File: config.mk
export PLATFORM = sky130hd
export DESIGN_NAME = tsb_queue
export DESIGN_NICKNAME = d
export VERILOG_FILES = /design/src/rtl/core/tsb_pkg.sv /design/src/rtl/core/tsb_queue.sv
export SDC_FILE = /design/constraint.sdc
export NUM_CORES = 1
export LEC_CHECK = 0
export BUFFER_PORTS_ARGS = -buffer_cell sky130_fd_sc_hd__buf_2
export CORE_MARGIN = 1
export CORE_UTILIZATION = 60
export CTS_CLUSTER_DIAMETER = 40
export DETAILED_ROUTE_END_ITERATION = 8
export PLACE_DENSITY_LB_ADDON = 0.12
export REMOVE_ABC_BUFFERS = 1
export SYNTH_ARGS = -nofsm -noshare
export SYNTH_HDL_FRONTEND = slang
export SYNTH_SLANG_ARGS = --single-unit
File: constraint.sdc
create_clock -name clk -period 3.8 [get_ports clk]
set_input_delay 0.95 -clock clk [delete_from_list [all_inputs] [get_ports clk]]
set_output_delay 0.95 -clock clk [all_outputs]
set_load 0.005 [all_outputs]
File: src/rtl/core/tsb_pkg.sv
// Shared types and constants for the TSO store buffer.
package tsb_pkg;

    localparam int DEF_BUFFER_DEPTH   = 16;
    localparam int DEF_MEMORY_WORDS   = 256;
    localparam int DEF_REGISTER_COUNT = 6;

    localparam int ADDR_W    = 8;
    localparam int REG_IDX_W = 3;
    localparam int DATA_W    = 32;
    localparam int ADDR_SPAN = 1 << ADDR_W;

    typedef enum logic [1:0] {
        CMD_STORE = 2'd0,
        CMD_LOAD  = 2'd1,
        CMD_IMM   = 2'd2,
        CMD_FLUSH = 2'd3
    } cmd_t;

    localparam logic KIND_COMMIT = 1'b0;
    localparam logic KIND_LOAD   = 1'b1;

    // one buffered store: target address and source register
    typedef struct packed {
        logic [ADDR_W-1:0]    addr;
        logic [REG_IDX_W-1:0] src;
    } entry_t;

    // data memory write controls
    typedef struct packed {
        logic data_we;
        logic pend_we;
        logic pend_val;
    } dmem_wr_t;

    // register file controls
    typedef struct packed {
        logic we;
        logic pend_set;
        logic pend_clr;
    } regs_ctl_t;

endpackage

File: src/rtl/core/tsb_queue.sv
// Store buffer FIFO: entry memory with head pointer and fill count.
module tsb_queue #(
    parameter int DEPTH = tsb_pkg::DEF_BUFFER_DEPTH
) (
    input  logic                         clk,
    input  logic                         rst_n,
    input  logic                         push,
    input  tsb_pkg::entry_t              push_entry,
    input  logic                         pop,
    output tsb_pkg::entry_t              head_entry,
    output logic [$clog2(DEPTH+1)-1:0]   count
);

    localparam int HW = (DEPTH > 1) ? $clog2(DEPTH) : 1;
    localparam int CW = $clog2(DEPTH + 1);

    tsb_pkg::entry_t mem [DEPTH];
    tsb_pkg::entry_t rd_reg;

    logic [HW-1:0] head_reg;
    logic [HW-1:0] head_next;
    logic [CW-1:0] count_reg;
    logic [CW-1:0] count_next;
    logic [CW:0]   tail_sum;
    logic [HW-1:0] tail;

    always_comb
    begin
        tail_sum = (CW+1)'(head_reg) + (CW+1)'(count_reg);
        if (tail_sum >= (CW+1)'(DEPTH))
        begin
            tail_sum = tail_sum - (CW+1)'(DEPTH);
        end
        tail = tail_sum[HW-1:0];
    end

    always_comb
    begin
        head_next  = head_reg;
        count_next = count_reg;
        if (pop)
        begin
            head_next  = (head_reg == HW'(DEPTH - 1)) ? '0 : head_reg + 1'b1;
            count_next = count_next - 1'b1;
        end
        if (push)
        begin
            count_next = count_next + 1'b1;
        end
    end

    always_ff @(posedge clk or negedge rst_n)
    begin
        if (!rst_n)
        begin
            head_reg  <= '0;
            count_reg <= '0;
        end
        else
        begin
            head_reg  <= head_next;
            count_reg <= count_next;
        end
    end

    // read port follows the next head; forward a push into the same slot
    always_ff @(posedge clk)
    begin
        if (push)
        begin
            mem[tail] <= push_entry;
        end
        if (push && (tail == head_next))
        begin
            rd_reg <= push_entry;
        end
        else
        begin
            rd_reg <= mem[head_next];
        end
    end

    assign head_entry = rd_reg;
    assign count      = count_reg;

endmodule

==> results.md, run 1 <==
- Status: complete, no violations
- Synth cell types: 35
- Ports: 31
- Initial Util: 0.621
- Post-Syn Area: 7520 um^2
- Worst slew margin: 0.521
- Sw frac: 0.319
- Int Power: 4.81 mW
- Cell Rows: 40
- Combinational share of power: 0.341
- Vias in the first global route: 3669
- Worst VDD drop: 0.000650 V
- Setup crit end kind: output pin
- Period utilization: 0.864
- Post-route ant nets: 0
- Slew Limit Fails: 0
- H-tree levels: 4
- TritonCTS clock tree: built
- Async set or reset register ratio after synthesis: 0.0476
- Max reg flops: 176
- Fin Hold WS: 0.366 ns
- Core area: 12100 um^2
- Mapped Avg Cell Area: 20.9 um^2
- Clock slew seen by the registers of the worst setup and hold paths: 0.06 ns
- Crit-path max FO: 36
- Synth warn: 0
- Worst Hold Class: in2async
- Setup violations, final: 0
- WP data arrival: 2.33 ns
- IO Port Bufs: 30
- Max clock buf depth: 2
- Number of flops mapped to enable cells by yosys: 176
- Register area share after synthesis: 0.743
- DR pass1 iterations: 5
- Root Buffer: clkbuf_16
- Pre-CTS WS: 0.941 ns
- Post-Route Setup TNS: 0 ns
- CTS Sinks: 189
- Final WS setup: 0.517 ns
- Post-CTS setup buffer count: 0
- Post-detail-place hpwl: 8380 um
- Area growth syn-to-layout: 11.9%
- Crit path launch type: flip-flop
- Routed wire length: 14200 um
- Tot Pwr: 7.07 mW
- Largest net degree at the start of global routing: 37
- Crit-path slowest cell: mux4_1
- Post-DR wirelength/cell: 23.9 um
- Residual DRC count: 0
- GP Congestion: 0.699
- Cells after Synth: 360
- Die W: 114 um
- CP bufs+invs: 2
- Initial antenna violation count: 0
- Final Hold Fails: 0
- Global route overflow: 0
- # diodes: 0
- Die height: 114 um
- Area share of the largest cell type after synthesis: 0.703
- Number of synthesized register bits: 189
- Max capacitance violation total: 0
- Vias: 3600
- Crit-path leading delay family: multiplexers
- Dominant cell type by area after synthesis: edfxtp_1
- Layout cells sized above 1: 0.233
- Worst Skew: 0.00589 ns
- Critical Path RT: 2.85 ns
- Final worst path period need: 3.28 ns
- Pleak: 2.89 nW
- Fill count: 818
- PwrDens: 839 nW/um^2
- Slowest cell delay on critical path: 0.59 ns
- Unrepaired setup endpoints after global routing: false
- DR vias/cell: 6.07
- GRT Overall Usage: 0.243
- Fmax: 305 MHz
- Layout net count: 435
- Clk pwr share: 0.212
- CP Class: reg2out
- Worst skew pair latency: 0.43 ns
- Tightest Pin Transition: 0.719 ns
- Chain of cells forming the critical path: buf_12, mux4_1, a22oi_1, nand2_1, buf_2
- Post-CTS sizing: 0
- Die ar.: 13000 um^2
- Register share of total power: 0.446
- Largest cells by area after synthesis: edfxtp_1 70%, mux4_1 7.3%, mux4_2 6.9%
- Post-CTS Hold Buffers: 0
- Layout Utilization: 0.695
- First-pass GRT wire length: 21400 um
- Switching pwr: 2.26 mW
- Initial drt markers: 276
- Main synth FF type: edfxtp_1
- CTS buffer count: 17
==> worst register-to-register path: stages (launching register included) <==
cell and delay (ns):
dfrtp_1 0.46, ha_1 0.33, a21o_1 0.16, a21oi_1 0.44, mux2i_1 0.25, nor2_1 0.52
buf_4 0.31
==> cells in the final DEF (no fill, tap or decap), types with 2 or more instances in the layout <==
cell type / synthesis / layout
edfxtp_1: 176 / 176
buf_2: 6 / 30
mux4_2: 23 / 23
nor2_1: 23 / 23
a22oi_1: 22 / 22
mux4_1: 21 / 21
nand2_1: 18 / 18
buf_4: 2 / 18
clkbuf_16: 0 / 17
dfrtp_1: 9 / 9
xnor2_1: 7 / 7
xor2_1: 6 / 6
ha_1: 6 / 6
clkinv_1: 0 / 6
mux2i_1: 5 / 5
clkbuf_1: 2 / 4
a21oi_1: 3 / 3
nand2b_1: 3 / 3
inv_1: 2 / 2
nand3_1: 2 / 2
mux2_2: 2 / 2
o21ai_0: 2 / 2
dfxtp_2: 0 / 2
dfxtp_1: 4 / 2
clkinvlp_4: 0 / 2
buf_12: 1 / 2
==> routing by layer <==
layer  wire, um  vias up  share of wire  track usage
met3        703       23          0.050       0.0526
met1       6210     1868           0.44        0.336
met2       6960      116           0.49        0.377
met5          0        -              0            0
met4        324        0          0.023        0.111
li1           -     1593              -            -
==> stage by stage <==
step | cell area, um^2 | cells
global route | 8420 | 593
floorplan | 7390 | 344
CTS | 8420 | 593
finish | 8420 | 593
detailed placement | 7930 | 562
global placement | 7930 | 562
==> worst paths after layout <==
| path | slack (ns) | start | to | cells past startpoint |
|---|---|---|---|---|
| max in group asynchronous | 3.26 | rst_n | count[4]$_DFF_PN0_ | 1 |
| worst max-delay path | 0.52 | flip-flop | head_entry[1] | 5 |
| worst min register to register | 0.47 | count[4]$_DFF_PN0_ | count[4]$_DFF_PN0_ | 1 |
| min in group clk | 0.47 | count[4]$_DFF_PN0_ | count[4]$_DFF_PN0_ | 1 |
| worst max register to register | 1.05 | count[1]$_DFF_PN0_ | mem[14][10]$_DFFE_PP_ | 6 |
| worst min-delay path | 0.37 | rst_n | head_reg[1]$_DFF_PN0_ | 1 |
==> cells in the mapped netlist (all sizes together), types with 3 or more instances <==
library cell,n
edfxtp,176
mux4,44
nor2,23
a22oi,22
nand2,18
buf,13
dfrtp,9
xnor2,7
ha,6
xor2,6
mux2i,5
dfxtp,4
a21oi,3
clkbuf,3
nand2b,3
==> cell type report <==
type | count | area (um^2) | area share
Timing Repair Buffer | 50 | 325 | 0.0386
Sequential cell | 189 | 5590 | 0.664
Tap cell | 168 | 210 | 0.0250
Multi-Input combinational cell | 153 | 1790 | 0.213
Clock inverter | 10 | 51.3 | 0.00609
Clock buffer | 21 | 440 | 0.0523
Inverter | 2 | 7.51 | 0.000892
==> power by group through the flow <==
stage / logic (mW) / registers (mW) / clock network (mW)
floorplan: 1.46 / 3.22 / 0
global placement: 2.37 / 3.17 / 0
detailed placement: 2.43 / 3.20 / 0
CTS: 2.44 / 3.16 / 1.53
global route: 2.61 / 3.21 / 1.60
finish: 2.41 / 3.15 / 1.50
==> cells by family after synthesis <==
group                    Yosys count  synth area share
flip-flops                       189             0.743
AND/OR/NAND/NOR                   52            0.0301
multiplexers                      51             0.152
AO/OA/AOI/OAI                     30            0.0284
buffers and inverters             18            0.0186
XOR/XNOR                          13            0.0151
adder cells (fa/ha/maj)            7            0.0126
Note: power is estimated with default switching activity, not from simulation.
==> inputs of run 2 (changes only) <==
==> constraint.sdc (replaced) <==
create_clock -name clk -period 3.8 [get_ports clk]
set_input_delay 0.76 -clock clk [delete_from_list [all_inputs] [get_ports clk]]
set_output_delay 0.76 -clock clk [all_outputs]
set_load 0.005 [all_outputs]
==> run 2 against run 1 <==
Against the previous run:
- maximum frequency rose by 4.2%
- flip-flop and latch count did not move
- combinational power barely moved
- worst setup slack improved by 0.13 ns
- total power rose by 5.9%
- wire length rose by 2.1%
- largest cell class unchanged
- largest power group unchanged
- highest routed layer unchanged
==> results.md, run 2 (synthesis gave the netlist of run 1 again) <==
- Pre-CTS WS: 0.937 ns
- Die W: 114 um
- Final Hold Fails: 0
- Crit-path max FO: 30
- Routed wire length: 14500 um
- H-tree levels: 4
- Initial Util: 0.621
- Final WS setup: 0.650 ns
- Root Buffer: clkbuf_16
- Post-CTS sizing: 0
- Post-Route Setup TNS: 0 ns
- Layout net count: 436
- Period utilization: 0.829
- Most common cell after layout, fill and taps aside: edfxtp_1
- Final worst path period need: 3.15 ns
- Worst Skew: 0.0137 ns
- Die ar.: 13000 um^2
- GP Congestion: 0.728
- Largest net degree at the start of global routing: 31
- Core area: 12100 um^2
- Vias: 3615
- Initial drt markers: 333
- Crit path launch type: flip-flop
- Fmax: 317 MHz
- GRT Overall Usage: 0.247
- Unrepaired setup endpoints after global routing: false
- Max clock buf depth: 2
- Global route overflow: 0
- CP Class: reg2out
- CTS Sinks: 189
- Die height: 114 um
- Clock slew seen by the registers of the worst setup and hold paths: 0.06 ns
- R2R Setup Slk: 0.94 ns
- Post-DR wirelength/cell: 24.4 um
- Post-CTS Hold Buffers: 0
- CTS buffer count: 17
- Area growth syn-to-layout: 13.7%
- Setup crit end kind: output pin
- Worst slew margin: 0.275
- TritonCTS clock tree: built
- Layout cells sized above 1: 0.255
- Tightest Pin Transition: 1.08 ns
- Initial antenna violation count: 0
- Post-route ant nets: 0
- Worst VDD drop: 0.000535 V
- First-pass GRT wire length: 21900 um
- Max reg flops: 176
- Pleak: 2.96 nW
- Ports: 31
- Worst skew pair latency: 0.43 ns
- Fill count: 795
- Worst Hold Class: in2async
- DR pass1 iterations: 6
- Slew Limit Fails: 0
- Fin Hold WS: 0.181 ns
- RR Startpoint: count[1]$_DFF_PN0_
- Status: complete, no violations
- # diodes: 0
- Critical Path RT: 3.04 ns
- Most frequent cells in the layout: 176 x edfxtp_1, 30 x buf_2, 23 x mux4_2, 23 x nor2_1, 22 x a22oi_1
- Tot Pwr: 7.48 mW
- Layout Utilization: 0.706
- IO Port Bufs: 30
- DR vias/cell: 6.08
- Residual DRC count: 0
- Max capacitance violation total: 0
- Post-detail-place hpwl: 8760 um
- WP data arrival: 2.39 ns
- Vias in the first global route: 3809
- Post-CTS setup buffer count: 0
- PwrDens: 874 nW/um^2
- Cell Rows: 40
- Setup violations, final: 0
-- run 2: cell types whose count changed in the layout (fill, tap and decap cells not counted), sizes merged --
cell	change
clkinv	-5
inv	+3
bufinv	+5
buf	+1
clkbuf	-2
-- run 2: layout make-up --
type	instances	area, um^2	share of cell area
flip-flops and latches	189	5590	0.654
multi-input cells	153	1790	0.209
clock buffers	19	433	0.0506
repair buffers	51	308	0.0360
clock inverters	13	210	0.0246
well taps	168	210	0.0246
inverters	2	7.51	0.000878
-- run 2: per-layer routing --
metal / up-vias / share of wire / global-route usage
met4: 0 / 0.027 / 0.119
met3: 26 / 0.053 / 0.0659
met2: 135 / 0.50 / 0.398
met1: 1856 / 0.42 / 0.319
li1: 1598 / - / -
met5: - / 0 / 0
-- run 2: power by group --
group	leakage (nW)	switching (mW)	internal [mW]	total, mW
Sequential	1.73	0.255	2.91	3.16
Combinational	0.925	1.34	1.07	2.41
Clock	0.308	0.736	1.17	1.91
-- run 2: worst paths after layout --
path / to / depth (start not counted)
min in group clk: count[4]$_DFF_PN0_ / 1
worst min-delay path: count[0]$_DFF_PN0_ / 1
worst max register to register: mem[6][6]$_DFFE_PP_ / 6
worst max-delay path: head_entry[6] / 5
worst min register to register: count[4]$_DFF_PN0_ / 1
max in group asynchronous: head_reg[3]$_DFF_PN0_ / 1
-- run 2: per-stage QoR --
| step | instance area [um^2] | cells |
|---|---|---|
| 2_1_floorplan | 7390 | 344 |
| 3_3_place_gp | 7910 | 563 |
| 3_5_place_dp | 7910 | 563 |
| 4_1_cts | 8550 | 595 |
| 5_1_grt | 8550 | 595 |
| 6_report | 8550 | 595 |
-- run 2: critical path, stage by stage (launching register included) --
cell and delay [ns]:
dfxtp_2 0.90, buf_4 0.31, mux4_2 0.31, a22oi_1 0.23, nand2_1 0.08, buf_2 0.12
==> inputs of run 3 (changes only) <==
--- a/config.mk
+++ b/config.mk
@@ -7,7 +7,7 @@
 export LEC_CHECK = 0
 export BUFFER_PORTS_ARGS = -buffer_cell sky130_fd_sc_hd__buf_2
 export CORE_MARGIN = 1
-export CORE_UTILIZATION = 60
+export CORE_UTILIZATION = 55
 export CTS_CLUSTER_DIAMETER = 40
 export DETAILED_ROUTE_END_ITERATION = 8
 export PLACE_DENSITY_LB_ADDON = 0.12
==> constraint.sdc (replaced) <==
create_clock -name clk -period 2.8 [get_ports clk]
set_input_delay 0.56 -clock clk [delete_from_list [all_inputs] [get_ports clk]]
set_output_delay 0.56 -clock clk [all_outputs]
set_load 0.005 [all_outputs]
==> run 3 against run 2 <==
Against the previous run:
- core utilization down 5.6 points
- critical path type unchanged
- clock power rose by 15%
- highest routed layer unchanged
- first-iteration DRC count down 13%
- wire length fell by 0.48%
- hold slack better by 0.23 ns
- non-clock buffer count up 6
- final cell count increased by 2.4%
- register-to-register slack got worse by 0.60 ns
- clock-buffer cell count fell by 2
- worst setup slack got worse by 0.57 ns
- combinational power increased by 55%
==> results.md, run 3 (synthesis gave the netlist of run 1 again) <==
- Status: complete, no violations
- Initial Util: 0.566
- Final Hold Fails: 0
- Int Power: 6.81 mW
- Post-CTS setup buffer count: 0
- Global route overflow: 0
- Root Buffer: clkbuf_16
- Pleak: 2.98 nW
- Vias: 3570
- Tot Pwr: 10.1 mW
- Crit-path max FO: 11
- Max capacitance violation total: 0
- Slew Limit Fails: 0
- IO Port Bufs: 30
- Period utilization: 0.973
- TritonCTS clock tree: built
- # diodes: 0
- Clock slew seen by the registers of the worst setup and hold paths: 0.07 ns
- CP Class: reg2out
- Fmax: 367 MHz
- Vias in the first global route: 3703
- Worst Skew: 0.00764 ns
- Dpl cell area: 7970 um^2
- Routed wire length: 14400 um
- Worst VDD drop: 0.000640 V
- Unrepaired setup endpoints after global routing: true
- Post-detail-place hpwl: 8980 um
- Cell area after layout: 8650 um^2
- Initial antenna violation count: 0
- Worst slew margin: 0.284
- Worst skew pair latency: 0.43 ns
- Sw frac: 0.328
- Setup crit end kind: output pin
- H-tree levels: 4
- Ports: 31
- Die ar.: 14100 um^2
- Crit path launch type: flip-flop
- Switching pwr: 3.32 mW
- Fill count: 915
- Cell Rows: 42
- Most frequent cells in the layout: 176 x edfxtp_1, 30 x buf_2, 23 x mux4_2, 22 x buf_4, 21 x mux4_1
- Max reg flops: 176
- Layout cells sized above 1: 0.298
- Die W: 119 um
- Post-Route Setup TNS: 0 ns
- Layout net count: 442
- Clk pwr share: 0.217
- Max clock buf depth: 2
- GP Congestion: 0.820
- Residual DRC count: 0
- Final worst path period need: 2.72 ns
- Setup violations, final: 0
- Critical Path RT: 2.24 ns
- Initial drt markers: 290
- DR pass1 iterations: 4
- Post-DR wirelength/cell: 23.7 um
- Register share of total power: 0.415
- CTS buffer count: 17
- Tightest Pin Transition: 1.07 ns
- Sequential cell area: 5600 um^2
- Most common cell after layout, fill and taps aside: edfxtp_1
- PwrDens: 1170 nW/um^2
- CTS Sinks: 189
- GRT Overall Usage: 0.227
- Post-route ant nets: 0
- DR vias/cell: 5.86
- # placed instances: 574
- Area growth syn-to-layout: 15.0%
- Worst Hold Class: in2reg
- Combinational share of power: 0.368
- WP data arrival: 2.16 ns
- Largest net degree at the start of global routing: 45
- First-pass GRT wire length: 22200 um
- Die height: 119 um
- Core area: 13300 um^2
- Layout Utilization: 0.651
- Post-Layout Cell Count: 609
- Multi-input logic area: 1850 um^2
==> run 3: per-layer routing <==
metal	part of all wire	routed length (um)	GRT usage
met1	0.42	6090	0.318
met2	0.49	7120	0.350
met3	0.076	1100	0.0560
met4	0.0080	116	0.0831
met5	0	0	0
==> run 3: layout make-up <==
| cell class | count | area share |
|---|---|---|
| clock buffers | 17 | 0.0492 |
| clock inverters | 15 | 0.0137 |
| inverters | 2 | 0.000868 |
| multi-input cells | 153 | 0.214 |
| flip-flops and latches | 189 | 0.647 |
| well taps | 176 | 0.0255 |
| repair buffers | 57 | 0.0495 |
==> run 3: power groups by stage <==
stage | Sequential, mW | Combinational (mW) | Clock [mW]
final | 4.21 | 3.73 | 2.20
after CTS | 4.21 | 3.68 | 2.24
after floorplan | 4.37 | 1.99 | 0
after global routing | 4.27 | 4.04 | 2.35
after detailed placement | 4.24 | 3.50 | 0
after global placement | 4.21 | 3.47 | 0
==> run 3: timing repair <==
action	CTS	global route
resized for setup	5	14
endpoints found under the hold margin	9	0
hold buffers	1	0
cloned	2	0
endpoints found under the setup margin	7	63
==> run 3: final timing paths <==
| check | cells past startpoint | slack [ns] | start | endpoint |
|---|---|---|---|---|
| min | 2 | 0.41 | push | count[0]$_DFF_PN0_ |
| max in group asynchronous | 2 | 2.10 | rst_n | head_reg[2]$_DFF_PN0_ |
| min reg2reg | 1 | 0.48 | count[4]$_DFF_PN0_ | count[4]$_DFF_PN0_ |
| max | 5 | 0.08 | flip-flop | head_entry[1] |
| max reg2reg | 6 | 0.34 | count[0]$_DFF_PN0_ | mem[5][8]$_DFFE_PP_ |
| min in group asynchronous | 2 | 0.51 | rst_n | count[3]$_DFF_PN0_ |
==> run 3: critical path, stage by stage (launching register included) <==
cell     delay (ns)
dfxtp_4        0.45
buf_16         0.18
mux4_1         0.62
a22oi_2        0.23
nand2_1        0.09
buf_2          0.14
==> run 3: stage by stage <==
step                setup WS [ns]  hold slack [ns]
CTS                       0.00285            0.399
floorplan                  -0.393            0.264
global route              -0.0139            0.422
detailed placement          0.152            0.430
finish                     0.0758            0.413
global placement            0.220            0.429
