<file path="config.mk">
export PLATFORM = sky130hd
export DESIGN_NAME = tsb_regs
export DESIGN_NICKNAME = d
export VERILOG_FILES = /design/src/rtl/core/tsb_pkg.sv /design/src/rtl/core/tsb_regs.sv
export SDC_FILE = /design/constraint.sdc
export NUM_CORES = 1
export LEC_CHECK = 0
export BUFFER_PORTS_ARGS = -buffer_cell sky130_fd_sc_hd__buf_2
export CORE_AREA = 2 2 142 144
export DETAILED_ROUTE_END_ITERATION = 10
export DIE_AREA = 0 0 144 146
export PLACE_DENSITY = 0.67
export SETUP_SLACK_MARGIN = 0.3
export SLEW_MARGIN = 40
export SYNTH_ARGS = -nofsm -noshare
export SYNTH_HDL_FRONTEND = slang
export SYNTH_SLANG_ARGS = --single-unit
</file>
<file path="constraint.sdc">
create_clock -name clk -period 2.17 [get_ports clk]
set_clock_uncertainty 0.2 [all_clocks]
set_input_delay 0.5425 -clock clk [delete_from_list [all_inputs] [get_ports clk]]
set_output_delay 0.5425 -clock clk [all_outputs]
set_load 0.02 [all_outputs]
</file>
<file path="src/rtl/core/tsb_pkg.sv">
// Shared types and constants for the TSO store buffer.
package tsb_pkg;

    localparam int DEF_BUFFER_DEPTH   = 16;
    localparam int DEF_MEMORY_WORDS   = 256;
    localparam int DEF_REGISTER_COUNT = 6;

    localparam int ADDR_W    = 8;
    localparam int REG_IDX_W = 3;
    localparam int DATA_W    = 32;
    localparam int ADDR_SPAN = 1 << ADDR_W;

    typedef enum logic [1:0] {
        CMD_STORE = 2'd0,
        CMD_LOAD  = 2'd1,
        CMD_IMM   = 2'd2,
        CMD_FLUSH = 2'd3
    } cmd_t;

    localparam logic KIND_COMMIT = 1'b0;
    localparam logic KIND_LOAD   = 1'b1;

    // one buffered store: target address and source register
    typedef struct packed {
        logic [ADDR_W-1:0]    addr;
        logic [REG_IDX_W-1:0] src;
    } entry_t;

    // data memory write controls
    typedef struct packed {
        logic data_we;
        logic pend_we;
        logic pend_val;
    } dmem_wr_t;

    // register file controls
    typedef struct packed {
        logic we;
        logic pend_set;
        logic pend_clr;
    } regs_ctl_t;

endpackage

</file>
<file path="src/rtl/core/tsb_regs.sv">
// Register file with per-register pending marks; out-of-range indices read zero.
module tsb_regs #(
    parameter int COUNT = tsb_pkg::DEF_REGISTER_COUNT
) (
    input  logic                             clk,
    input  logic                             rst_n,
    input  tsb_pkg::regs_ctl_t               ctl,
    input  logic [tsb_pkg::REG_IDX_W-1:0]    wr_idx,
    input  logic [tsb_pkg::DATA_W-1:0]       wr_data,
    input  logic [tsb_pkg::REG_IDX_W-1:0]    pend_idx,
    input  logic [tsb_pkg::REG_IDX_W-1:0]    rd_idx,
    output logic [tsb_pkg::DATA_W-1:0]       rd_data,
    input  logic [tsb_pkg::REG_IDX_W-1:0]    chk_idx,
    output logic                             chk_pend
);

    localparam int RIDX_W = (COUNT > 1) ? $clog2(COUNT) : 1;

    logic [tsb_pkg::DATA_W-1:0] regs_reg [COUNT];
    logic [COUNT-1:0]           pend_reg;

    logic wr_ok;
    logic pend_ok;
    logic rd_ok;
    logic chk_ok;

    assign wr_ok   = 32'(wr_idx)   < COUNT;
    assign pend_ok = 32'(pend_idx) < COUNT;
    assign rd_ok   = 32'(rd_idx)   < COUNT;
    assign chk_ok  = 32'(chk_idx)  < COUNT;

    always_ff @(posedge clk or negedge rst_n)
    begin
        if (!rst_n)
        begin
            for (int i = 0; i < COUNT; i++)
            begin
                regs_reg[i] <= '0;
            end
            pend_reg <= '0;
        end
        else
        begin
            if (ctl.we && wr_ok)
            begin
                regs_reg[RIDX_W'(wr_idx)] <= wr_data;
            end
            if (ctl.pend_set && pend_ok)
            begin
                pend_reg[RIDX_W'(pend_idx)] <= 1'b1;
            end
            else if (ctl.pend_clr && pend_ok)
            begin
                pend_reg[RIDX_W'(pend_idx)] <= 1'b0;
            end
        end
    end

    assign rd_data  = rd_ok ? regs_reg[RIDX_W'(rd_idx)] : '0;
    assign chk_pend = chk_ok && pend_reg[RIDX_W'(chk_idx)];

endmodule
</file>
==> results of run 1 <==
layout by cell type (no fill, tap or decap), types with 2 or more instances in the layout:
cell type and count:
sky130_fd_sc_hd__nand4b_1 2, sky130_fd_sc_hd__o221ai_4 31, sky130_fd_sc_hd__mux2_1 6, sky130_fd_sc_hd__buf_2 44, sky130_fd_sc_hd__bufinv_16 2, sky130_fd_sc_hd__clkbuf_1 2, sky130_fd_sc_hd__dfrtp_1 198, sky130_fd_sc_hd__buf_16 16
sky130_fd_sc_hd__mux2_4 26, sky130_fd_sc_hd__clkbuf_8 2, sky130_fd_sc_hd__buf_4 10, sky130_fd_sc_hd__o31ai_1 2, sky130_fd_sc_hd__nand2_2 16, sky130_fd_sc_hd__mux2i_1 10, sky130_fd_sc_hd__nor3_4 2, sky130_fd_sc_hd__buf_8 3
sky130_fd_sc_hd__clkinvlp_4 5, sky130_fd_sc_hd__nand3_1 2, sky130_fd_sc_hd__buf_12 31, sky130_fd_sc_hd__clkinv_2 2, sky130_fd_sc_hd__clkbuf_16 17, sky130_fd_sc_hd__mux2i_4 35, sky130_fd_sc_hd__mux2i_2 20, sky130_fd_sc_hd__nand2b_4 3
sky130_fd_sc_hd__nand2_4 13, sky130_fd_sc_hd__nand2b_1 4, sky130_fd_sc_hd__mux2_2 193, sky130_fd_sc_hd__buf_6 47, sky130_fd_sc_hd__nand2_1 5, sky130_fd_sc_hd__nor3b_4 2, sky130_fd_sc_hd__o21ai_0 6, sky130_fd_sc_hd__a32o_1 2
cells by family after synthesis:
group,share of synthesized area (%)
AOI/OAI and AO/OA,3.85
buffers and inverters,2.21
DFF,55.3
muxes,35.8
and+or+nand+nor,2.88
critical path, cell delays in order (launching register included):
cell	delay, ns
sky130_fd_sc_hd__dfrtp_1	0.39
sky130_fd_sc_hd__mux4_2	0.46
sky130_fd_sc_hd__mux2_4	0.28
sky130_fd_sc_hd__buf_6	0.13
report_power, final:
group / switching (mW) / total, mW / leakage, nW / internal [mW]
Combinational: 1.28 / 3.15 / 2.76 / 1.87
Sequential: 0.599 / 5.10 / 2.37 / 4.50
Clock: 1.37 / 3.10 / 0.266 / 1.73
area by class of cell:
class	instances	area share [%]
multi-input cells	385	39.8
well taps	265	2.55
repair buffers	153	15.1
clock inverters	11	0.983
flip-flops and latches	198	38.2
inverters	1	0.0289
clock buffers	20	3.44
how the worst max path moves through the flow:
| stage | start | end | slack [ns] | depth (start not counted) |
|---|---|---|---|---|
| final | flop | chk_pend | -0.26 | 3 |
| after floorplan | chk_idx[0] | chk_pend | 0.11 | 2 |
| after detailed placement | rd_idx[2] | rd_data[10] | -0.25 | 6 |
| after global routing | flop | chk_pend | -0.30 | 3 |
| after global placement | rd_idx[2] | rd_data[29] | -0.24 | 7 |
| after CTS | flop | chk_pend | -0.27 | 3 |
through the flow:
step	area (um2)	cells	util (%)	hold WS [ns]	TNS (ns)
6_report	13000	1033	67.1	0.181	-2.87
5_1_grt	13000	1033	67.1	0.198	-3.90
4_1_cts	12800	1029	66.4	0.175	-2.87
3_5_place_dp	11100	973	57.5	0.285	-6.36
3_3_place_gp	11100	973	57.5	0.267	-6.08
2_1_floorplan	10100	622	-	0.0469	0
repair_timing:
action / in CTS / in global routing
endpoints found under the hold margin: 40 / 0
setup buffers: 12 / 4
pin swaps: 26 / 8
resized for setup: 168 / 16
setup endpoints to repair: 33 / 33
hold buffers: 1 / 0
cloned: 12 / 0
layer usage:
layer  GRT usage (%)  share of wire (%)
met2            39.3                 51
met3            3.26                2.3
met1            31.4                 45
met5               0              0.031
met4            5.59                1.2
==> impl_metrics.xml, run 1 <==
<?xml version="1.0" encoding="UTF-8"?>
<metrics>
  <group name="global_routing">
    <metric name="number_of_antenna_violations_at_the_first_check_in_global_routing" unit="">1</metric>
    <metric name="grt_first_pass_wirelength" unit="um">36600</metric>
    <metric name="number_of_global_route_vias_before_repair" unit="">6509</metric>
    <metric name="overflow" unit="">0</metric>
    <metric name="groute.usage.overall" unit="%">23.1</metric>
    <metric name="grt_start_max_net_pins" unit="">56</metric>
  </group>
  <group name="synth">
    <metric name="yosysSeqAreaShare" unit="%">55.3</metric>
    <metric name="netlist-cell-type-count" unit="">22</metric>
    <metric name="synthDominantAreaCellType" unit="">sky130_fd_sc_hd__dfrtp_1</metric>
    <metric name="mapped_cells" unit="">622</metric>
    <metric name="post_synthesis_mean_instance_area" unit="um2">14.4</metric>
    <metric name="top_area_cells_in_the_synthesized_netlist" unit="">sky130_fd_sc_hd__dfrtp_1 (55%), sky130_fd_sc_hd__mux2_2 (28%), sky130_fd_sc_hd__mux2i_1 (7.3%)</metric>
    <metric name="ys.flop_type" unit="">sky130_fd_sc_hd__dfrtp_1</metric>
    <metric name="synth-edff-count" unit="">0</metric>
    <metric name="syn-cell-area" unit="um2">8960</metric>
    <metric name="synth_commonest_cells" unit="">sky130_fd_sc_hd__mux2_2 (219), sky130_fd_sc_hd__dfrtp_1 (198), sky130_fd_sc_hd__mux2i_1 (65), sky130_fd_sc_hd__nand2_1 (34), sky130_fd_sc_hd__o221ai_1 (32)</metric>
    <metric name="synthMostInstantiatedCell" unit="">sky130_fd_sc_hd__mux2_2</metric>
    <metric name="asyncSetResetFlopFracSynth" unit="%">100</metric>
    <metric name="ys_warn_count" unit="">0</metric>
    <metric name="ys_ff_latch" unit="">198</metric>
    <metric name="synth_nets" unit="">671</metric>
    <metric name="synth_top_cell_area_share" unit="%">55.3</metric>
  </group>
  <group name="critical_path">
    <metric name="worst-setup-path-type" unit="">reg2out</metric>
    <metric name="start_kind" unit="">flop</metric>
    <metric name="cp_data_required_time" unit="ns">1.43</metric>
    <metric name="setup.reg_to_reg.worst_slack" unit="ns">1.15</metric>
    <metric name="crit_path_end_kind" unit="">output port</metric>
    <metric name="worst_ep_arrival" unit="ns">1.69</metric>
    <metric name="ff2ff_path_depth" unit="">2</metric>
    <metric name="critPathMaxFanout" unit="">2</metric>
  </group>
  <group name="drt">
    <metric name="remaining_drc_errors" unit="">0</metric>
    <metric name="drt-wirelength-per-cell" unit="um">22.0</metric>
    <metric name="ant_nets" unit="">0</metric>
    <metric name="vias" unit="">5773</metric>
    <metric name="detail_route.iter0.violations" unit="">226</metric>
    <metric name="drt_first_pass_iters" unit="">4</metric>
    <metric name="detail_route.vias_per_cell" unit="">5.59</metric>
    <metric name="route.final.wire_length" unit="um">22700</metric>
  </group>
  <group name="floorplanning">
    <metric name="initial_utilization" unit="%">46.4</metric>
    <metric name="chipHeight" unit="um">146</metric>
    <metric name="core.rowCount" unit="">51</metric>
    <metric name="io_pins" unit="">82</metric>
    <metric name="die_area" unit="um2">21000</metric>
    <metric name="die_extent_in_x" unit="um">144</metric>
    <metric name="placeableCoreArea" unit="um2">19300</metric>
  </group>
  <group name="finish">
    <metric name="area_delta_synth_final" unit="%">44.8</metric>
    <metric name="nFillCells" unit="">1292</metric>
    <metric name="multi_input_comb_area" unit="um2">5160</metric>
    <metric name="post_route_cells_drive_above_1_share" unit="%">68.4</metric>
    <metric name="largest_register_ff_count" unit="">192</metric>
    <metric name="nNetsFinal" unit="">805</metric>
    <metric name="ff_latch_area" unit="um2">4950</metric>
    <metric name="antenna_diodes" unit="">0</metric>
  </group>
  <group name="power_and_ir_drop">
    <metric name="finalPower" unit="mW">11.3</metric>
    <metric name="power.static_leakage" unit="nW">5.40</metric>
    <metric name="power_density" unit="nW/um2">874</metric>
    <metric name="ir_drop" unit="mV">0.579</metric>
  </group>
  <group name="sta">
    <metric name="period_minus_slack" unit="ns">2.43</metric>
    <metric name="worst_pin_slew" unit="ns">0.397</metric>
    <metric name="unrepaired_setup_endpoints_after_global_routing" unit="">yes</metric>
    <metric name="final_min_period_over_clock_period" unit="%">112</metric>
    <metric name="finalHoldViolations" unit="">0</metric>
    <metric name="setup_ws" unit="ns">-0.260</metric>
    <metric name="fmax" unit="MHz">411</metric>
    <metric name="max_slew_margin" unit="%">73.5</metric>
    <metric name="finalMaxSlewViolations" unit="">0</metric>
    <metric name="setup-violations-final" unit="">31</metric>
  </group>
  <group name="placement">
    <metric name="post-dp-hpwl" unit="um">13500</metric>
    <metric name="place_ws" unit="ns">-0.252</metric>
    <metric name="io_buffers" unit="">81</metric>
    <metric name="routability_cong" unit="">0.726</metric>
  </group>
  <group name="clock_tree">
    <metric name="clk_transition_reported_paths" unit="ns">0.07</metric>
    <metric name="clk_path_buf_depth" unit="">2</metric>
    <metric name="cts_root_buffer" unit="">sky130_fd_sc_hd__clkbuf_16</metric>
    <metric name="ctsHtreeMaxLevel" unit="">4</metric>
    <metric name="insertion_delay_to_the_later_sink_of_the_worst_skew_pair" unit="ns">0.43</metric>
    <metric name="clock_tree_from_tritoncts" unit="">yes</metric>
    <metric name="clkSinkCount" unit="">198</metric>
    <metric name="number_of_cts_inserted_buffers" unit="">17</metric>
  </group>
  <group name="run_status">
    <metric name="status" unit="">finished with violations</metric>
    <metric name="violations" unit="">negative setup slack</metric>
  </group>
  <group name="job">
    <metric name="max-cap-violations" unit="">0</metric>
  </group>
  <group name="hold_path">
    <metric name="hold_path_class" unit="">in2reg</metric>
    <metric name="hold-path-cell-count" unit="">2</metric>
    <metric name="hold_path_startpoint" unit="">pend_idx[2]</metric>
  </group>
</metrics>
(Power assumes the default switching activity.)
==> inputs of run 2 (changes only) <==
--- a/config.mk
+++ b/config.mk
@@ -9,8 +9,8 @@
 export CORE_AREA = 2 2 142 144
 export DETAILED_ROUTE_END_ITERATION = 10
 export DIE_AREA = 0 0 144 146
+export GPL_ROUTABILITY_DRIVEN = 0
 export PLACE_DENSITY = 0.67
-export SETUP_SLACK_MARGIN = 0.3
 export SLEW_MARGIN = 40
 export SYNTH_ARGS = -nofsm -noshare
 export SYNTH_HDL_FRONTEND = slang
==> run 2 against run 1 <==
Largest cell class unchanged. Sequential share of layout area decreased by 0.44 points. Combinational power is 4% higher. Final cell count rose by 0.29%. The run still ends with negative setup slack left. Largest power group unchanged.
==> impl_metrics.xml, run 2 (synthesis gave the netlist of run 1 again) <==
<?xml version="1.0" encoding="UTF-8"?>
<metrics>
  <group name="drt">
    <metric name="routedLengthMet1" unit="um">10300</metric>
    <metric name="route.final.wire_length" unit="um">23600</metric>
    <metric name="drt_first_pass_iters" unit="">4</metric>
    <metric name="routed.top_layer" unit="">met4</metric>
    <metric name="drt-wirelength-per-cell" unit="um">22.7</metric>
    <metric name="vias" unit="">5841</metric>
    <metric name="detail_route.iter0.violations" unit="">221</metric>
    <metric name="detail_route.vias_per_cell" unit="">5.64</metric>
    <metric name="ant_nets" unit="">0</metric>
    <metric name="remaining_drc_errors" unit="">0</metric>
    <metric name="route.met3.wl" unit="um">860</metric>
    <metric name="routed_met2_length" unit="um">12200</metric>
  </group>
  <group name="finish">
    <metric name="multi_input_comb_area" unit="um2">5370</metric>
    <metric name="layout.cells.most_common_list" unit="">sky130_fd_sc_hd__dfrtp_1 (198), sky130_fd_sc_hd__mux2_2 (188), sky130_fd_sc_hd__mux2i_4 (49)</metric>
    <metric name="nFillCells" unit="">1258</metric>
    <metric name="post_route_cells_drive_above_1_share" unit="%">68.9</metric>
    <metric name="largest_register_ff_count" unit="">192</metric>
    <metric name="final_common_cell" unit="">sky130_fd_sc_hd__dfrtp_1</metric>
    <metric name="ff_latch_area" unit="um2">4950</metric>
    <metric name="area_delta_synth_final" unit="%">46.5</metric>
    <metric name="nNetsFinal" unit="">804</metric>
    <metric name="final_design_utilization" unit="%">67.9</metric>
  </group>
  <group name="sta">
    <metric name="period_minus_slack" unit="ns">2.43</metric>
    <metric name="setup-violations-final" unit="">33</metric>
    <metric name="setup_ws" unit="ns">-0.258</metric>
    <metric name="unrepaired_setup_endpoints_after_global_routing" unit="">yes</metric>
    <metric name="finalHoldWorstSlack" unit="ns">0.168</metric>
    <metric name="max_slew_margin" unit="%">69.0</metric>
    <metric name="fmax" unit="MHz">412</metric>
    <metric name="worst_pin_slew" unit="ns">0.465</metric>
    <metric name="final_min_period_over_clock_period" unit="%">112</metric>
    <metric name="finalMaxSlewViolations" unit="">0</metric>
    <metric name="finalHoldViolations" unit="">0</metric>
  </group>
  <group name="floorplanning">
    <metric name="initial_utilization" unit="%">46.4</metric>
    <metric name="core.rowCount" unit="">51</metric>
    <metric name="chipHeight" unit="um">146</metric>
    <metric name="placeableCoreArea" unit="um2">19300</metric>
    <metric name="die_extent_in_x" unit="um">144</metric>
    <metric name="io_pins" unit="">82</metric>
    <metric name="die_area" unit="um2">21000</metric>
  </group>
  <group name="power_and_ir_drop">
    <metric name="power.static_leakage" unit="nW">5.51</metric>
    <metric name="finalPower" unit="mW">12.0</metric>
    <metric name="power_density" unit="nW/um2">914</metric>
    <metric name="ir_drop" unit="mV">0.592</metric>
  </group>
  <group name="run_status">
    <metric name="status" unit="">finished with violations</metric>
    <metric name="violations" unit="">negative setup slack</metric>
  </group>
  <group name="critical_path">
    <metric name="start_kind" unit="">flop</metric>
    <metric name="worst-setup-path-type" unit="">reg2out</metric>
    <metric name="ff2ff_path_depth" unit="">2</metric>
    <metric name="worstReg2RegEnd" unit="">regs_reg[42]$_DFFE_PN0P_</metric>
    <metric name="cp_data_required_time" unit="ns">1.43</metric>
    <metric name="crit_path_end_kind" unit="">output port</metric>
    <metric name="timing.rr.start" unit="">regs_reg[42]$_DFFE_PN0P_</metric>
    <metric name="setup.reg_to_reg.worst_slack" unit="ns">1.07</metric>
    <metric name="critPathMaxFanout" unit="">2</metric>
    <metric name="setup.worst_path.end" unit="">chk_pend</metric>
    <metric name="worst_ep_arrival" unit="ns">1.69</metric>
  </group>
  <group name="clock_tree">
    <metric name="cts_root_buffer" unit="">sky130_fd_sc_hd__clkbuf_16</metric>
    <metric name="clk_path_buf_depth" unit="">2</metric>
    <metric name="clock_tree_from_tritoncts" unit="">yes</metric>
    <metric name="insertion_delay_to_the_later_sink_of_the_worst_skew_pair" unit="ns">0.43</metric>
    <metric name="ctsHtreeMaxLevel" unit="">4</metric>
    <metric name="clkSinkCount" unit="">198</metric>
    <metric name="number_of_cts_inserted_buffers" unit="">17</metric>
    <metric name="clk_transition_reported_paths" unit="ns">0.07</metric>
  </group>
  <group name="global_routing">
    <metric name="number_of_global_route_vias_before_repair" unit="">6512</metric>
    <metric name="grt_first_pass_wirelength" unit="um">37100</metric>
    <metric name="overflow" unit="">0</metric>
    <metric name="groute.usage.overall" unit="%">23.4</metric>
    <metric name="grt_start_max_net_pins" unit="">53</metric>
    <metric name="number_of_antenna_violations_at_the_first_check_in_global_routing" unit="">2</metric>
  </group>
  <group name="job">
    <metric name="max-cap-violations" unit="">0</metric>
  </group>
  <group name="placement">
    <metric name="io_buffers" unit="">81</metric>
    <metric name="place_ws" unit="ns">-0.264</metric>
    <metric name="post-dp-hpwl" unit="um">13400</metric>
  </group>
  <group name="hold_path">
    <metric name="hold_path_class" unit="">in2reg</metric>
  </group>
</metrics>
## run 2: cell count changes in the layout (fill, tap and decap cells not counted), moves of 5 or more
cell | before | now
sky130_fd_sc_hd__mux2i_2 | 20 | 7
sky130_fd_sc_hd__mux2i_4 | 35 | 49
sky130_fd_sc_hd__clkinvlp_4 | 5 | 0
sky130_fd_sc_hd__buf_4 | 10 | 21
sky130_fd_sc_hd__nand2_2 | 16 | 9
sky130_fd_sc_hd__buf_16 | 16 | 8
sky130_fd_sc_hd__buf_6 | 47 | 42
sky130_fd_sc_hd__nand2_4 | 13 | 23
sky130_fd_sc_hd__mux2_4 | 26 | 31
sky130_fd_sc_hd__mux2_2 | 193 | 188
## run 2: layout make-up
cell class,instances,share of cell area (%)
clock buffers,22,3.69
flip-flops and latches,198,37.7
diodes,3,0.0572
well taps,265,2.53
inverters,1,0.0286
repair buffers,152,13.6
multi-input cells,385,40.9
clock inverters,10,1.45
## run 2: power breakdown
part	total, mW	leakage [nW]	switching, mW	internal (mW)
clock network	3.57	0.331	1.39	2.18
registers	5.16	2.37	0.658	4.51
logic	3.27	2.80	1.33	1.94
total	12.0	5.51	3.38	8.62
## run 2: stage by stage
stage               cell area (um2)  TNS, ns  std cells
floorplan                      9630   -0.221        622
global placement              10700    -6.68        972
detailed placement            10700    -8.62        972
CTS                           12800    -3.18       1026
global route                  13100    -2.97       1033
finish                        13100    -1.87       1036
## run 2: critical path, stage by stage (launching register included)
cell,delay (ns)
sky130_fd_sc_hd__dfrtp_1,0.39
sky130_fd_sc_hd__mux4_2,0.46
sky130_fd_sc_hd__mux2_2,0.28
sky130_fd_sc_hd__buf_6,0.13
## run 2: what timing repair did
item                                    CTS  global route
gates cloned                             11             2
endpoints found under the setup margin   33            33
hold buffers                              1             0
hold endpoints to repair                 46             0
pin swaps                                44            34
gates resized for setup                 239            67
buffers inserted                         10            12
## run 2: how the worst min path moves through the flow
stage / startpoint / endpoint / slack, ns / cells after the start
5_1_grt: pend_idx[2] / flop / 0.19 / 2
3_3_place_gp: regs_reg[37]$_DFFE_PN0P_ / regs_reg[37]$_DFFE_PN0P_ / 0.26 / 1
2_1_floorplan: rst_n / async pin / 0.05 / 0
4_1_cts: pend_idx[2] / flop / 0.15 / 2
3_5_place_dp: regs_reg[165]$_DFFE_PN0P_ / regs_reg[165]$_DFFE_PN0P_ / 0.28 / 1
6_report: pend_idx[2] / flop / 0.17 / 2
## run 2: per-layer routing
| layer | vias up | track usage [%] |
|---|---|---|
| met3 | 20 | 4.54 |
| met4 | 0 | 6.27 |
| met1 | 3142 | 31.5 |
| met5 | - | 0 |
| met2 | 93 | 38.8 |
| li1 | 2586 | - |
==> inputs of run 3 (changes only) <==
--- a/config.mk
+++ b/config.mk
@@ -6,11 +6,13 @@
 export NUM_CORES = 1
 export LEC_CHECK = 0
 export BUFFER_PORTS_ARGS = -buffer_cell sky130_fd_sc_hd__buf_2
-export CORE_AREA = 2 2 142 144
+export CELL_PAD_IN_SITES_DETAIL_PLACEMENT = 0
+export CELL_PAD_IN_SITES_GLOBAL_PLACEMENT = 2
+export CORE_AREA = 2 2 156 142
 export DETAILED_ROUTE_END_ITERATION = 10
-export DIE_AREA = 0 0 144 146
+export DIE_AREA = 0 0 158 144
 export GPL_ROUTABILITY_DRIVEN = 0
-export PLACE_DENSITY = 0.67
+export PLACE_DENSITY = 0.82
 export SLEW_MARGIN = 40
 export SYNTH_ARGS = -nofsm -noshare
 export SYNTH_HDL_FRONTEND = slang
==> run 3 against run 2 <==
The run still ends with negative setup slack left. Register-to-register slack lost 0.04 ns. Routed wire length fell by 1.0%. Die area grew 8.2%. Via count shrank 1.5%. First-iteration DRC count grew 14%. Combinational power fell by 6.4%. Fmax decreased by 0.53%. Final cell count up 2.4%. Setup slack worse by 0.013 ns. Critical path depth unchanged. Hold slack worse by 0.011 ns. Core utilization down 8.5 points. Largest cell class unchanged.
==> impl_metrics.xml, run 3 (synthesis gave the netlist of run 1 again) <==
<?xml version="1.0" encoding="UTF-8"?>
<metrics>
  <group name="critical_path">
    <metric name="crit_path_end_kind" unit="">output port</metric>
    <metric name="worst-setup-path-type" unit="">reg2out</metric>
    <metric name="cp_data_required_time" unit="ns">1.43</metric>
    <metric name="critPathMaxFanout" unit="">2</metric>
    <metric name="start_kind" unit="">flop</metric>
    <metric name="ff2ff_path_depth" unit="">3</metric>
    <metric name="worst_ep_arrival" unit="ns">1.70</metric>
  </group>
  <group name="sta">
    <metric name="worst_pin_slew" unit="ns">0.466</metric>
    <metric name="finalHoldViolations" unit="">0</metric>
    <metric name="finalHoldWorstSlack" unit="ns">0.157</metric>
    <metric name="fin_setup_tns" unit="ns">-2.19</metric>
    <metric name="finalMaxSlewViolations" unit="">0</metric>
    <metric name="fmax" unit="MHz">410</metric>
    <metric name="setup-violations-final" unit="">33</metric>
    <metric name="period_minus_slack" unit="ns">2.44</metric>
    <metric name="max_slew_margin" unit="%">68.9</metric>
    <metric name="final_min_period_over_clock_period" unit="%">112</metric>
    <metric name="setup_ws" unit="ns">-0.271</metric>
    <metric name="unrepaired_setup_endpoints_after_global_routing" unit="">yes</metric>
  </group>
  <group name="finish">
    <metric name="multi_input_comb_area" unit="um2">5040</metric>
    <metric name="final_design_utilization" unit="%">59.4</metric>
    <metric name="area_delta_synth_final" unit="%">41.3</metric>
    <metric name="ff_latch_area" unit="um2">4950</metric>
    <metric name="nNetsFinal" unit="">803</metric>
    <metric name="post_route_cells_drive_above_1_share" unit="%">66.5</metric>
    <metric name="final_common_cell" unit="">sky130_fd_sc_hd__dfrtp_1</metric>
    <metric name="nFillCells" unit="">1642</metric>
    <metric name="largest_register_ff_count" unit="">192</metric>
    <metric name="layout.cells.most_common_list" unit="">sky130_fd_sc_hd__dfrtp_1 (198), sky130_fd_sc_hd__mux2_2 (187), sky130_fd_sc_hd__buf_6 (44), sky130_fd_sc_hd__buf_2 (44)</metric>
  </group>
  <group name="global_routing">
    <metric name="groute.usage.overall" unit="%">21.8</metric>
    <metric name="number_of_antenna_violations_at_the_first_check_in_global_routing" unit="">4</metric>
    <metric name="number_of_global_route_vias_before_repair" unit="">6333</metric>
    <metric name="overflow" unit="">0</metric>
    <metric name="grt_first_pass_wirelength" unit="um">36700</metric>
    <metric name="grt_start_max_net_pins" unit="">50</metric>
  </group>
  <group name="drt">
    <metric name="drt-wirelength-per-cell" unit="um">22.0</metric>
    <metric name="detail_route.iter0.violations" unit="">253</metric>
    <metric name="vias" unit="">5755</metric>
    <metric name="route.met3.wl" unit="um">925</metric>
    <metric name="detail_route.vias_per_cell" unit="">5.42</metric>
    <metric name="routedLengthMet1" unit="um">10800</metric>
    <metric name="route.final.wire_length" unit="um">23300</metric>
    <metric name="routed_met2_length" unit="um">11300</metric>
    <metric name="drt_first_pass_iters" unit="">5</metric>
    <metric name="remaining_drc_errors" unit="">0</metric>
    <metric name="ant_nets" unit="">0</metric>
    <metric name="routed.top_layer" unit="">met5</metric>
  </group>
  <group name="clock_tree">
    <metric name="number_of_cts_inserted_buffers" unit="">17</metric>
    <metric name="clock_tree_from_tritoncts" unit="">yes</metric>
    <metric name="cts_root_buffer" unit="">sky130_fd_sc_hd__clkbuf_16</metric>
    <metric name="clk_transition_reported_paths" unit="ns">0.07</metric>
    <metric name="ctsHtreeMaxLevel" unit="">4</metric>
    <metric name="clk_path_buf_depth" unit="">2</metric>
    <metric name="insertion_delay_to_the_later_sink_of_the_worst_skew_pair" unit="ns">0.44</metric>
    <metric name="clkSinkCount" unit="">198</metric>
  </group>
  <group name="power_and_ir_drop">
    <metric name="ir_drop" unit="mV">0.609</metric>
    <metric name="finalPower" unit="mW">11.2</metric>
    <metric name="power.static_leakage" unit="nW">5.49</metric>
    <metric name="power_density" unit="nW/um2">886</metric>
  </group>
  <group name="floorplanning">
    <metric name="chipHeight" unit="um">144</metric>
    <metric name="initial_utilization" unit="%">42.1</metric>
    <metric name="io_pins" unit="">82</metric>
    <metric name="die_area" unit="um2">22800</metric>
    <metric name="core.rowCount" unit="">51</metric>
    <metric name="placeableCoreArea" unit="um2">21300</metric>
    <metric name="die_extent_in_x" unit="um">158</metric>
  </group>
  <group name="run_status">
    <metric name="status" unit="">finished with violations</metric>
    <metric name="violations" unit="">negative setup slack</metric>
  </group>
  <group name="hold_path">
    <metric name="hold-path-cell-count" unit="">2</metric>
    <metric name="hold_path_startpoint" unit="">pend_idx[2]</metric>
    <metric name="hold_path_class" unit="">in2reg</metric>
  </group>
  <group name="job">
    <metric name="max-cap-violations" unit="">0</metric>
  </group>
  <group name="placement">
    <metric name="io_buffers" unit="">81</metric>
    <metric name="place_ws" unit="ns">-0.278</metric>
    <metric name="post-dp-hpwl" unit="um">14200</metric>
  </group>
</metrics>
run 3: cell types whose count changed in the layout (fill, tap and decap cells not counted), moves of 7 or more:
cell	previous run	this run
sky130_fd_sc_hd__mux2i_4	49	14
sky130_fd_sc_hd__mux2i_1	9	28
sky130_fd_sc_hd__nand2_4	23	30
sky130_fd_sc_hd__mux2i_2	7	23
sky130_fd_sc_hd__buf_12	30	23
sky130_fd_sc_hd__nand2_2	9	2
run 3: worst max-delay path, stage by stage, from the launching register on:
cell,delay (ns)
sky130_fd_sc_hd__dfrtp_1,0.39
sky130_fd_sc_hd__mux4_2,0.46
sky130_fd_sc_hd__mux2_2,0.28
sky130_fd_sc_hd__buf_6,0.13
run 3: cell type report:
| class | instances | area share, % |
|---|---|---|
| clock buffers | 17 | 3.36 |
| multi-input cells | 386 | 39.8 |
| well taps | 291 | 2.87 |
| clock inverters | 15 | 1.29 |
| repair buffers | 150 | 13.4 |
| flip-flops and latches | 198 | 39.1 |
| inverters | 1 | 0.0296 |
| diodes | 3 | 0.0593 |
run 3: timing repair:
item	CTS	global route
hold buffers	1	0
endpoints found under the setup margin	33	33
gates cloned	12	1
buffers inserted	8	12
endpoints found under the hold margin	45	0
resized for setup	201	65
pin swaps	28	28
run 3: worst paths after layout:
| path | slack (ns) | end |
|---|---|---|
| worst min register to register | 0.29 | regs_reg[165]$_DFFE_PN0P_ |
| worst max register to register | 1.03 | flop |
| worst max-delay path | -0.27 | chk_pend |
| max in group asynchronous | 0.72 | regs_reg[24]$_DFFE_PN0P_ |
| worst min-delay path | 0.16 | flop |
| min in group asynchronous | 0.43 | regs_reg[5]$_DFFE_PN0P_ |
run 3: per-stage QoR:
stage | area (um2) | instances
floorplan | 9630 | 622
detailed placement | 10700 | 1000
finish | 12700 | 1061
CTS | 12400 | 1053
global placement | 10700 | 1000
global route | 12700 | 1059
run 3: per-layer routing:
layer / track usage, % / up-vias
met5: 0 / -
met4: 6.83 / 2
met3: 4.91 / 26
met2: 35.2 / 105
met1: 29.4 / 3051
li1: - / 2571
run 3: power breakdown:
group	internal [mW]	leakage, nW	total (mW)	switching [mW]
logic	1.76	2.83	3.06	1.30
registers	4.50	2.37	5.01	0.510
clock network	1.63	0.283	3.15	1.51
total	7.90	5.49	11.2	3.32
